$ cat src/rtl/lssr_pkg.sv
// shared types and constants for the load sample spike rejector
package lssr_pkg;

  localparam int SampleW  = 24;
  localparam int CountW   = 8;
  localparam int CfgIdxW  = 1;
  localparam int CfgDataW = 24;

  localparam logic [CountW-1:0] HitsMax = '1;

  localparam logic [SampleW-1:0] MaxJumpRst = SampleW'(1000);
  localparam logic [CountW-1:0]  ConfirmRst = CountW'(3);

  typedef enum logic [2:0] {
    ST_OK          = 3'd0,
    ST_OK_SKIPS    = 3'd1,
    ST_NEW_LEVEL   = 3'd2,
    ST_ALL_SKIPPED = 3'd3,
    ST_TIMEOUT     = 3'd4
  } lssr_status_t;

  typedef enum logic [CfgIdxW-1:0] {
    REG_MAX_JUMP      = 1'd0,
    REG_CONFIRM_COUNT = 1'd1
  } lssr_reg_t;

  typedef struct packed {
    logic [SampleW-1:0] max_jump;
    logic [CountW-1:0]  confirm_count;
  } lssr_cfg_t;

  typedef struct packed {
    logic signed [SampleW-1:0] raw_sample;
    logic                      read_timeout;
    logic                      last_in_batch;
  } lssr_item_t;

  typedef struct packed {
    logic signed [SampleW-1:0] weight_raw;
    logic                      valid_res;
    lssr_status_t              status;
  } lssr_res_t;

endpackage

$ cat src/rtl/lssr_filt.sv
// filter state and per-item update of the spike rejector
module lssr_filt (
  input  logic               clk,
  input  logic               rst_n,
  input  logic               step,
  input  lssr_pkg::lssr_item_t item,
  input  lssr_pkg::lssr_cfg_t  cfg,
  output logic               res_vld,
  output lssr_pkg::lssr_res_t  res
);
  import lssr_pkg::*;

  logic signed [SampleW-1:0] good_r, good_nxt;
  logic                      good_known_r, good_known_nxt;
  logic signed [SampleW-1:0] cand_r, cand_nxt;
  logic                      cand_known_r, cand_known_nxt;
  logic [CountW-1:0]         hits_r, hits_nxt;
  logic signed [SampleW-1:0] blast_r, blast_nxt;
  logic                      bacc_r, bacc_nxt;
  logic                      bskip_r, bskip_nxt;
  logic                      bnew_r, bnew_nxt;

  logic signed [SampleW:0] d_good, d_cand;
  logic [SampleW:0]        m_good, m_cand;
  logic                    close_good, close_cand;
  logic [CountW-1:0]       hits_inc;

  // exact distances on one extra bit
  always_comb begin
    d_good = {item.raw_sample[SampleW-1], item.raw_sample} - {good_r[SampleW-1], good_r};
    d_cand = {item.raw_sample[SampleW-1], item.raw_sample} - {cand_r[SampleW-1], cand_r};
    m_good = d_good[SampleW] ? (SampleW+1)'(-d_good) : d_good;
    m_cand = d_cand[SampleW] ? (SampleW+1)'(-d_cand) : d_cand;
    close_good = m_good <= {1'b0, cfg.max_jump};
    close_cand = m_cand <= {1'b0, cfg.max_jump};
    hits_inc   = (hits_r == HitsMax) ? HitsMax : hits_r + CountW'(1);
  end

  always_comb begin
    good_nxt       = good_r;
    good_known_nxt = good_known_r;
    cand_nxt       = cand_r;
    cand_known_nxt = cand_known_r;
    hits_nxt       = hits_r;
    blast_nxt      = blast_r;
    bacc_nxt       = bacc_r;
    bskip_nxt      = bskip_r;
    bnew_nxt       = bnew_r;
    res            = '{weight_raw: '0, valid_res: 1'b0, status: ST_TIMEOUT};
    res_vld        = item.read_timeout | item.last_in_batch;

    if (item.read_timeout) begin
      blast_nxt = '0;
      bacc_nxt  = 1'b0;
      bskip_nxt = 1'b0;
      bnew_nxt  = 1'b0;
    end else begin
      if (!good_known_r || close_good) begin
        good_nxt       = item.raw_sample;
        good_known_nxt = 1'b1;
        blast_nxt      = item.raw_sample;
        bacc_nxt       = 1'b1;
        if (good_known_r) begin
          cand_known_nxt = 1'b0;
          hits_nxt       = '0;
        end
      end else if (!cand_known_r || !close_cand) begin
        // fresh candidate level
        cand_nxt       = item.raw_sample;
        cand_known_nxt = 1'b1;
        hits_nxt       = CountW'(1);
        bskip_nxt      = 1'b1;
      end else if (hits_inc >= cfg.confirm_count) begin
        // candidate confirmed as the new level
        good_nxt       = item.raw_sample;
        blast_nxt      = item.raw_sample;
        bacc_nxt       = 1'b1;
        cand_known_nxt = 1'b0;
        hits_nxt       = '0;
        bnew_nxt       = 1'b1;
      end else begin
        hits_nxt  = hits_inc;
        bskip_nxt = 1'b1;
      end

      if (!bacc_nxt)     res.status = ST_ALL_SKIPPED;
      else if (bnew_nxt) res.status = ST_NEW_LEVEL;
      else if (bskip_nxt) res.status = ST_OK_SKIPS;
      else               res.status = ST_OK;
      res.valid_res  = bacc_nxt;
      res.weight_raw = bacc_nxt ? blast_nxt : '0;

      if (item.last_in_batch) begin
        blast_nxt = '0;
        bacc_nxt  = 1'b0;
        bskip_nxt = 1'b0;
        bnew_nxt  = 1'b0;
      end
    end
  end

  always_ff @(posedge clk) begin
    if (!rst_n) begin
      good_r       <= '0;
      good_known_r <= 1'b0;
      cand_r       <= '0;
      cand_known_r <= 1'b0;
      hits_r       <= '0;
      blast_r      <= '0;
      bacc_r       <= 1'b0;
      bskip_r      <= 1'b0;
      bnew_r       <= 1'b0;
    end else if (step) begin
      good_r       <= good_nxt;
      good_known_r <= good_known_nxt;
      cand_r       <= cand_nxt;
      cand_known_r <= cand_known_nxt;
      hits_r       <= hits_nxt;
      blast_r      <= blast_nxt;
      bacc_r       <= bacc_nxt;
      bskip_r      <= bskip_nxt;
      bnew_r       <= bnew_nxt;
    end
  end

endmodule

$ cat src/rtl/load_sample_spike_rejector.sv
// top level of the load sample spike rejector
//
// Rejects single-sample spikes in a stream of signed 24-bit load cell samples.
// The first sample after reset sets the good level; a later sample is taken
// when it lies within max_jump of the good level, otherwise it is skipped and
// followed as a candidate level, which becomes the new good level once
// confirm_count close samples agree (a fresh candidate needs at least one more
// close sample). An item flagged as the last of its batch, or flagged as a read
// timeout, produces one result item with a status; for a batch end it carries
// the last value taken in the batch, for a timeout zero. All other items produce
// nothing. The block takes one item per clock while the output is not blocked:
// each item sits in an input register while the filter update runs, and a result
// lands in an output register, from which it is offered. Only an item that ends
// a batch or times out can wait on a full output register. The user must write
// configuration through cfg_we/cfg_idx/cfg_wdata only while no item is in
// flight; the block itself does not enforce it.
module load_sample_spike_rejector (
  input  logic                          clk,
  input  logic                          rst_n,
  // input channel
  input  logic                          in_tvalid,
  output logic                          in_tready,
  input  logic [lssr_pkg::SampleW-1:0]  in_tdata,   // [23:0] raw_sample
  input  logic                          in_tuser,   // [0] read_timeout
  input  logic                          in_tlast,   // last_in_batch
  // result channel
  output logic                          out_tvalid,
  input  logic                          out_tready,
  output logic [lssr_pkg::SampleW-1:0]  out_tdata,  // [23:0] weight_raw
  output logic [3:0]                    out_tuser,  // [0] valid_res, [3:1] status
  // configuration write port
  input  logic                          cfg_we,
  input  logic [lssr_pkg::CfgIdxW-1:0]  cfg_idx,
  input  logic [lssr_pkg::CfgDataW-1:0] cfg_wdata
);
  import lssr_pkg::*;

  lssr_cfg_t  cfg_r;
  lssr_item_t s1_r;
  logic       s1_vld_r;
  lssr_res_t  out_r;
  logic       out_vld_r;

  logic       res_vld;
  lssr_res_t  res;
  logic       s1_adv;

  // config registers
  always_ff @(posedge clk) begin
    if (!rst_n) begin
      cfg_r.max_jump      <= MaxJumpRst;
      cfg_r.confirm_count <= ConfirmRst;
    end else if (cfg_we) begin
      case (lssr_reg_t'(cfg_idx))
        REG_MAX_JUMP:      cfg_r.max_jump      <= cfg_wdata;
        REG_CONFIRM_COUNT: cfg_r.confirm_count <= cfg_wdata[CountW-1:0];
        default: ;
      endcase
    end
  end

  // the staged item moves on unless it has a result and the output is blocked
  assign s1_adv    = s1_vld_r && (!res_vld || !out_vld_r || out_tready);
  assign in_tready = !s1_vld_r || s1_adv;

  // input register
  always_ff @(posedge clk) begin
    if (!rst_n) begin
      s1_vld_r <= 1'b0;
    end else if (in_tready) begin
      s1_vld_r <= in_tvalid;
    end
  end

  always_ff @(posedge clk) begin
    if (in_tready && in_tvalid) begin
      s1_r <= '{raw_sample: in_tdata, read_timeout: in_tuser, last_in_batch: in_tlast};
    end
  end

  lssr_filt u_filt (
    .clk     (clk),
    .rst_n   (rst_n),
    .step    (s1_adv),
    .item    (s1_r),
    .cfg     (cfg_r),
    .res_vld (res_vld),
    .res     (res)
  );

  // output register
  always_ff @(posedge clk) begin
    if (!rst_n) begin
      out_vld_r <= 1'b0;
    end else if (s1_adv && res_vld) begin
      out_vld_r <= 1'b1;
    end else if (out_tready) begin
      out_vld_r <= 1'b0;
    end
  end

  always_ff @(posedge clk) begin
    if (s1_adv && res_vld) begin
      out_r <= res;
    end
  end

  assign out_tvalid = out_vld_r;
  assign out_tdata  = out_r.weight_raw;
  assign out_tuser  = {out_r.status, out_r.valid_res};

  // a staged item that cannot move on stays put
  a_s1_hold: assert property (@(posedge clk) disable iff (!rst_n)
    s1_vld_r && !s1_adv |=> s1_vld_r && $stable(s1_r))
    else $error("staged item lost or changed while held");

  // a timeout result never carries a value
  a_timeout_empty: assert property (@(posedge clk) disable iff (!rst_n)
    s1_adv && s1_r.read_timeout |=> out_vld_r && out_r.status == ST_TIMEOUT
      && !out_r.valid_res && out_r.weight_raw == '0)
    else $error("timeout result malformed");

  // for a non-timeout result, all-skipped status goes with an empty result and vice versa
  a_skip_flag: assert property (@(posedge clk) disable iff (!rst_n)
    s1_adv && res_vld && !s1_r.read_timeout |=>
      (out_r.status == ST_ALL_SKIPPED) == !out_r.valid_res)
    else $error("all-skipped status and valid flag disagree");

endmodule

$ cat config.mk
export PLATFORM = sky130hd
export DESIGN_NAME = load_sample_spike_rejector
export DESIGN_NICKNAME = d
export VERILOG_FILES = /design/src/rtl/lssr_pkg.sv /design/src/rtl/lssr_filt.sv /design/src/rtl/load_sample_spike_rejector.sv
export SDC_FILE = /design/constraint.sdc
export NUM_CORES = 1
export LEC_CHECK = 0
export CAP_MARGIN = 30
export CORE_ASPECT_RATIO = 1.4
export CORE_MARGIN = 8
export CORE_UTILIZATION = 65
export CTS_BUF_LIST = sky130_fd_sc_hd__clkbuf_4 sky130_fd_sc_hd__clkbuf_8
export DETAILED_ROUTE_END_ITERATION = 16
export DONT_BUFFER_PORTS = 1
export GPL_TIMING_DRIVEN = 0
export PLACE_DENSITY = 0.84
export REMOVE_ABC_BUFFERS = 1
export SLEW_MARGIN = 0
export SYNTH_ARGS = -nofsm -noshare
export SYNTH_HDL_FRONTEND = slang
export SYNTH_HIERARCHICAL = 1
export SYNTH_SLANG_ARGS = --single-unit
$ cat constraint.sdc
create_clock -name clk -period 7.18 [get_ports clk]
set_clock_uncertainty 0.2 [all_clocks]
set_input_delay 0.359 -clock clk [delete_from_list [all_inputs] [get_ports clk]]
set_output_delay 0.359 -clock clk [all_outputs]
set_load 0.05 [all_outputs]
### Word-level counts from Yosys, hierarchy flattened

Cells that the tools add are included.

| storage, ports and cells | value |
|---|---|
| flip-flop bits (word level) | 173 |
| bits of input ports | 56 |
| output and inout port bits | 30 |

| operators by class | value |
|---|---|
| equality and inequality tests | 3 |
| reduce and logical (&&, ||, !) cells | 25 |
| $add $sub $neg | 5 |
| magnitude comparators | 3 |
| muxes and demuxes | 42 |
| bitwise operators | 5 |

Operators by type and width:

| kind | count |
|---|---|
| two-way mux 24 bit | 8 |
| less-or-equal comparator 25 x 24 -> 1 bit | 2 |
| two-way mux 25 bit | 2 |
| negator 25 bit | 2 |
| subtractor 24 x 24 -> 25 bit | 2 |
| two-way mux 8 bit | 5 |
| two-way mux 1 bit | 25 |
| AND reduction 4 bit | 3 |
| adder 8 x 1 -> 8 bit, second input constant | 1 |
| equality test 8 bit, second input constant | 1 |
| greater-or-equal comparator 8 bit | 1 |
| logical NOT 1 bit | 6 |
| two-way mux 3 bit | 2 |
| AND reduction 3 bit | 2 |
| logical OR 1 bit | 5 |
| inequality test 2 x 1 -> 1 bit, second input constant | 2 |
| inverter 1 bit | 4 |
| AND reduction 2 bit | 2 |
| nonzero test 2 bit | 2 |
| logical AND 1 bit | 3 |
| nonzero test 3 bit | 1 |
| OR reduction 2 bit | 1 |
| bitwise OR 1 bit | 1 |

### Depth between registers and ports, before layout

| logic depth | value |
|---|---|
| word-level depth | 12 |
| depth in mapped cells | 26 |

### By module

Netlist, hierarchy kept.

By module, submodules not included:

| module | cells an instance | instances | area an instance (um2) | sequential area each (um2) |
|---|---|---|---|---|
| lssr_filt | 1273 | 1 | 9489.1 | 1701.6 |
| load_sample_spike_rejector | 208 | 1 | 3044.2 | 2302.2 |

### Least setup slack after synthesis

Ideal clock, no wire load.

| timing | value |
|---|---|
| path kind | register to register |
| start point | reg s1_r[2] in the netlist's numbering |
| end point | reg u_filt.good_r[0] |
| setup time | 0.072 ns |
| cell stages (with the launch flop) | 23 |
| arrival | 5.495 ns |
| required time | 6.908 ns |
| path slack | 1.413 ns |
| clock period less this slack | 5.767 ns |
| cell sequence | edfxtp_1 -> inv_1 -> ha_1 -> fa_1 -> nor2b_1 -> o211a_1 -> nor2_1 -> o21ai_0 -> mux2i_1 -> nor3b_1 -> or4b_4 -> o21ai_0 -> xnor2_1 -> ha_1 -> a21oi_1 -> nand3b_1 -> nor4b_1 -> o21ai_0 -> o21ai_0 -> o211ai_4 -> a21oi_2 -> buf_6 -> mux2i_1 |

| on the way | value |
|---|---|
| cells in the longest elaborated chain, start to end | 8 |

Ends and longest elaborated chain:

| item | RTL line | text |
|---|---|---|
| start: declaration | load_sample_spike_rejector.sv:39 | `lssr_item_t s1_r;` |
| start signal: assignment | load_sample_spike_rejector.sv:77 | `s1_r <= '{raw_sample: in_tdata, read_timeout: in_tuser, last_in_batch: in_tlast};` |
| subtractor 24 x 24 -> 25 bit | lssr_filt.sv:31 | `d_cand = {item.raw_sample[SampleW-1], item.raw_sample} - {cand_r[SampleW-1], cand_r};` |
| negator 25 bit | lssr_filt.sv:33 | `m_cand = d_cand[SampleW] ? (SampleW+1)'(-d_cand) : d_cand;` |
| two-way mux 25 bit | lssr_filt.sv:33 |  |
| less-or-equal comparator 25 x 24 -> 1 bit | lssr_filt.sv:35 | `close_cand = m_cand <= {1'b0, cfg.max_jump};` |
| logical NOT 1 bit | lssr_filt.sv:67 | `end else if (!cand_known_r \|\| !close_cand) begin` |
| logical OR 1 bit | lssr_filt.sv:67 |  |
| inequality test 2 x 1 -> 1 bit (no line) | - |  |
| AND reduction 4 bit (no line) | - |  |
| end signal: assignment | lssr_filt.sv:114 | `good_r <= good_nxt;` |
| end: declaration | lssr_filt.sv:13 | `logic signed [SampleW-1:0] good_r, good_nxt;` |

Several ways; a longest one is shown, not always the timed one. The select of a mux whose other input is x is not followed.
A chain may end at the register's enable or synchronous reset.

### Worst setup path in the final report

| timing | value |
|---|---|
| start point | reg s1_r[2] in the netlist's numbering |
| end point | reg u_filt.blast_r[0] |

| on the way | value |
|---|---|
| cells in the longest elaborated chain, start to end | 10 |

Ends and longest elaborated chain:

| item | RTL line | text |
|---|---|---|
| subtractor 24 x 24 -> 25 bit | lssr_filt.sv:31 |  |
| negator 25 bit | lssr_filt.sv:33 |  |
| two-way mux 25 bit | lssr_filt.sv:33 |  |
| less-or-equal comparator 25 x 24 -> 1 bit | lssr_filt.sv:35 |  |
| logical NOT 1 bit | lssr_filt.sv:67 |  |
| logical OR 1 bit | lssr_filt.sv:67 |  |
| two-way mux 24 bit | lssr_filt.sv:67 |  |
| two-way mux 24 bit * | lssr_filt.sv:58 | `if (!good_known_r \|\| close_good) begin` |
| two-way mux 24 bit * | lssr_filt.sv:93 | `if (item.last_in_batch) begin` |
| two-way mux 24 bit * | lssr_filt.sv:52 | `if (item.read_timeout) begin` |
| end signal: assignment | lssr_filt.sv:119 | `blast_r <= blast_nxt;` |
| end: declaration | lssr_filt.sv:18 | `logic signed [SampleW-1:0] blast_r, blast_nxt;` |

Every way passes the cells marked *; elsewhere a longest branch is shown, timed or not.

==> flow_metrics.py <==
metrics = {
    "outcome": {
        "run_status": "finished, final reports clean",
    },
    "worst_setup_path": {
        "timing.critical_path.cells": "inv_1, ha_1, inv_1, fa_1, a21oi_1, o221ai_2, a211oi_2, nor2_1, xnor2_1, nand4_1, nor3_2, and2_1, a21oi_1, xor2_1, ha_1, nand4_1, nor3_1, o31ai_1, a21oi_1, a41oi_4, buf_12, buf_16, o32ai_4, a22o_1",
        "slowest_delay_ns": 0.57,
        "worst-setup-path-type": "reg2reg",
        "sort_of_element_at_the_start_of_the_critical_path": "flop",
        "crit_fanout": 29,
        "critical_path.endpoint_type": "flop",
        "beginning_of_the_critical_path": "s1_r[2]$_DFFE_PP_",
        "critical_path_arrival_ns": 7.05,
        "timing.rr.start": "s1_r[2]$_DFFE_PP_",
        "critical-path-top-cell-by-count": "a21oi_1",
        "worst_path_dominant_cell_family": "compound AO/OA/AOI/OAI gates",
        "critPathBufInv": 4,
        "worst_path_max_delay_cell": "o32ai_4",
        "cp_data_required_time_ns": 7.38,
    },
    "route": {
        "drt-pass1-iter-count": 7,
        "totalWireLength_mm": 35.76,
        "num_vias": 11520,
        "viasPerCell": 6.573,
        "drt-wirelength-per-cell_um": 20.40,
        "route.detailed.drc": 0,
        "drt.antenna.violating_nets": 0,
        "drt-initial-drc-count": 1066,
    },
    "global_route": {
        "antenna_found_initial": 0,
        "grt_first_pass_wirelength_mm": 55.90,
        "number_of_global_route_vias_before_repair": 10970,
        "global_route.usage.total_pct": 28.39,
        "grt_max_degree": 84,
        "overflow": 0,
    },
    "clocking": {
        "max-clock-path-buffers": 2,
        "clkSlewWorstSetupHoldPaths_ns": 0.10,
        "cts_made_buffers": 17,
        "cts.root.buffer_cell": "clkbuf_8",
        "cts_tree": "yes",
        "clock_sinks": 173,
        "clk-insertion-delay-late_ns": 0.48,
        "cts_max_level": 4,
    },
    "final_layout": {
        "antenna_cells_inserted": 0,
        "nets": 1657,
        "flow.area_growth_from_synthesis_pct": 9.963,
        "post_route_cells_drive_above_1_share_pct": 7.309,
    },
    "timing": {
        "finalWorstSetupSlack_ns": 0.3332,
        "setup_total_negative_slack_ns": 0,
        "fin_crit_sh_pct": 95.36,
        "grt_setup_unrepaired": "no",
        "timing.final.crit_period_ns": 6.847,
        "fin_worst_hold_slack_ns": 0.04811,
        "worst_pin_slew_ns": 1.146,
        "slew_headroom_pct": 22.90,
        "final_max_slew_viol_count": 0,
        "max_clock_freq_mhz": 146.1,
        "hold_violations": 0,
        "timing.final.setup_violations": 0,
    },
    "power_and_ir_drop": {
        "power_leakage_uw": 0.005116,
        "power.share.switching_pct": 36.57,
        "power_density_nw_per_um2": 185.1,
        "seqPwrFrac_pct": 43.8,
        "peak_supply_drop_mv": 0.2258,
        "power_switching_uw": 932.8,
        "power_frac_comb_pct": 28.9,
        "power.clock.fraction_pct": 27.3,
        "power_report.internal_total_uw": 1618,
    },
    "logic_synthesis": {
        "syn_area_um2": 12530,
        "yosys_most_used_dff": "dfxtp_1",
        "synth_edf_count": 54,
        "syn-instance-count": 1481,
        "synth.ff_latch_count": 173,
        "asyncSetResetFlopFracSynth_pct": 0,
        "synth-seq-area-share_pct": 31.95,
        "yosysWarnings": 6,
        "ys_types": 84,
        "post_synth.cell_area_avg_um2": 8.463,
    },
    "floorplanning": {
        "rows": 60,
        "core_region_area_um2": 19070,
        "die_h_um": 180.3,
        "io_pins": 86,
        "dieArea_um2": 24040,
        "start_util_pct": 65.73,
        "die-width_um": 133.4,
    },
    "placement": {
        "finalWeightedCongestion": 0.9314,
        "place.detailed.hpwl_mm": 24.52,
        "port-buffer-count": 0,
        "dp_slack_ns": 0.1019,
    },
    "job": {
        "max_cap_violations": 0,
    },
    "min_path": {
        "hold_path_class": "in2reg",
        "hold_path_startpoint": "cfg_idx",
    },
}
## per-layer routing
metal	wire length, um	global-route usage (%)
met5	0	0
met4	1759	15.91
met3	2454	4.604
met2	17460	48.75
met1	14080	32.73
## synth_stat cells (all sizes together) (4+ instances only)
cell type	count	area, um2
a2111oi	5	50.04
a211oi	17	137.6
a21boi	32	277.8
a21o	29	217.7
a21oi	128	655.6
a221o	4	40.04
a22o	31	271.5
a22oi	4	30.03
a31oi	11	68.82
and2	13	81.33
and3	12	75.07
buf	32	221.5
clkbuf	47	176.4
dfxtp	119	2382
edfxtp	54	1622
ha	107	1339
inv	103	386.6
mux2i	28	280.3
nand2	182	758.2
nand2b	8	50.05
nand3	46	230.2
nand3b	5	37.54
nand4	62	387.9
nor2	58	217.7
nor2b	20	125.1
nor3	27	145.1
nor3b	8	60.06
nor4	5	37.53
nor4b	4	41.29
o211ai	10	93.84
o21a	20	151.4
o21ai	84	424.2
o31ai	33	252.7
or2	5	31.28
or3	7	43.79
xnor2	56	490.5
xor2	23	201.4
## path summary, 6_finish.rpt
kind / slack [ns] / end / cells past startpoint
hold / removal: 0.05 / cfg_r[8]$_SDFFE_PN0P_ / 3
setup / recovery: 0.33 / u_filt/blast_r[0]$_SDFFE_PN0P_ / 24
setup reg to reg: 0.33 / u_filt/blast_r[0]$_SDFFE_PN0P_ / 24
hold reg to reg: 0.27 / cfg_r[20]$_SDFFE_PN0P_ / 2
## kinds of logic (layout without fill, tap and decap cells)
family,Yosys count,after routing,share of synthesized area [%]
buffers and inverters,182,204,6.259
xor gates and xnor gates,79,79,5.521
and+or+nand+nor,467,467,18.91
AOI/OAI and AO/OA,441,443,23.95
adders and majority gates,109,109,11.00
muxes,30,30,2.416
DFF,173,173,31.95
## timing repair
| item | 4_1_cts | 5_1_grt |
|---|---|---|
| endpoints found under the hold margin | 85 | 0 |
| gates resized for setup | 0 | 6 |
| buffers inserted | 0 | 3 |
| hold buffers | 52 | 0 |
| setup endpoints to repair | 0 | 85 |
## flip-flops by register name (all words and copies together), names as in the netlist
register and flops:
u_filt/good_r 24, u_filt/bskip_r 1, out_tuser 4, u_filt/cand_r 24
u_filt/cand_known_r 1, u_filt/bnew_r 1, u_filt/hits_r 8, u_filt/bacc_r 1
u_filt/good_known_r 1, cfg_r 32, out_tvalid 1, u_filt/blast_r 24
out_tdata 24, s1_vld_r 1, s1_r 26
## tightest hold or removal path, delay by kind of cell
kind	cells	cell delay (ns)
AO/OA/AOI/OAI	1	0.05
AND/OR/NAND/NOR	2	0.26
## power groups by stage
stage	sequential [uW]	clock (uW)	combinational [uW]
final	1120	697	738
after CTS	1110	703	716
after detailed placement	1140	0	679
after global placement	1140	0	636
after floorplan	1120	0	522
after global routing	1120	739	813
## metrics by stage
| stage | util [%] | instance area (um2) | power, uW | std cells |
|---|---|---|---|---|
| finish | 72.28 | 13780 | 2551 | 1753 |
| global route | 72.28 | 13780 | 2672 | 1753 |
| CTS | 71.85 | 13700 | 2533 | 1748 |
| detailed placement | 66.94 | 12760 | 1815 | 1664 |
| global placement | 65.27 | 12450 | 1773 | 1650 |
| floorplan | - | 12140 | 1640 | 1402 |
## layout make-up
cell class	count	area (um2)
Clock buffer	17	234.0
Clock inverter	15	163.9
Fill cell	1437	5286
Inverter	103	386.6
Multi-Input combinational cell	1128	7851
Sequential cell	173	4004
Tap cell	248	310.3
Timing Repair Buffer	69	832.0
## cell usage in the layout (no fill, tap or decap), types with 19 or more instances in the layout
| cell | n |
|---|---|
| a22o_1 | 31 |
| nor3_1 | 25 |
| edfxtp_1 | 54 |
| nor2_1 | 57 |
| inv_1 | 103 |
| a21oi_1 | 123 |
| dlygate4sd3_1 | 51 |
| o31ai_1 | 32 |
| o21ai_0 | 75 |
| xnor2_1 | 56 |
| nand4_1 | 62 |
| nand2_1 | 172 |
| xor2_1 | 23 |
| a21o_1 | 29 |
| o21a_1 | 19 |
| ha_1 | 107 |
| mux2i_1 | 28 |
| nand3_1 | 46 |
| dfxtp_1 | 119 |
Note: power is estimated with default switching activity, not from simulation.
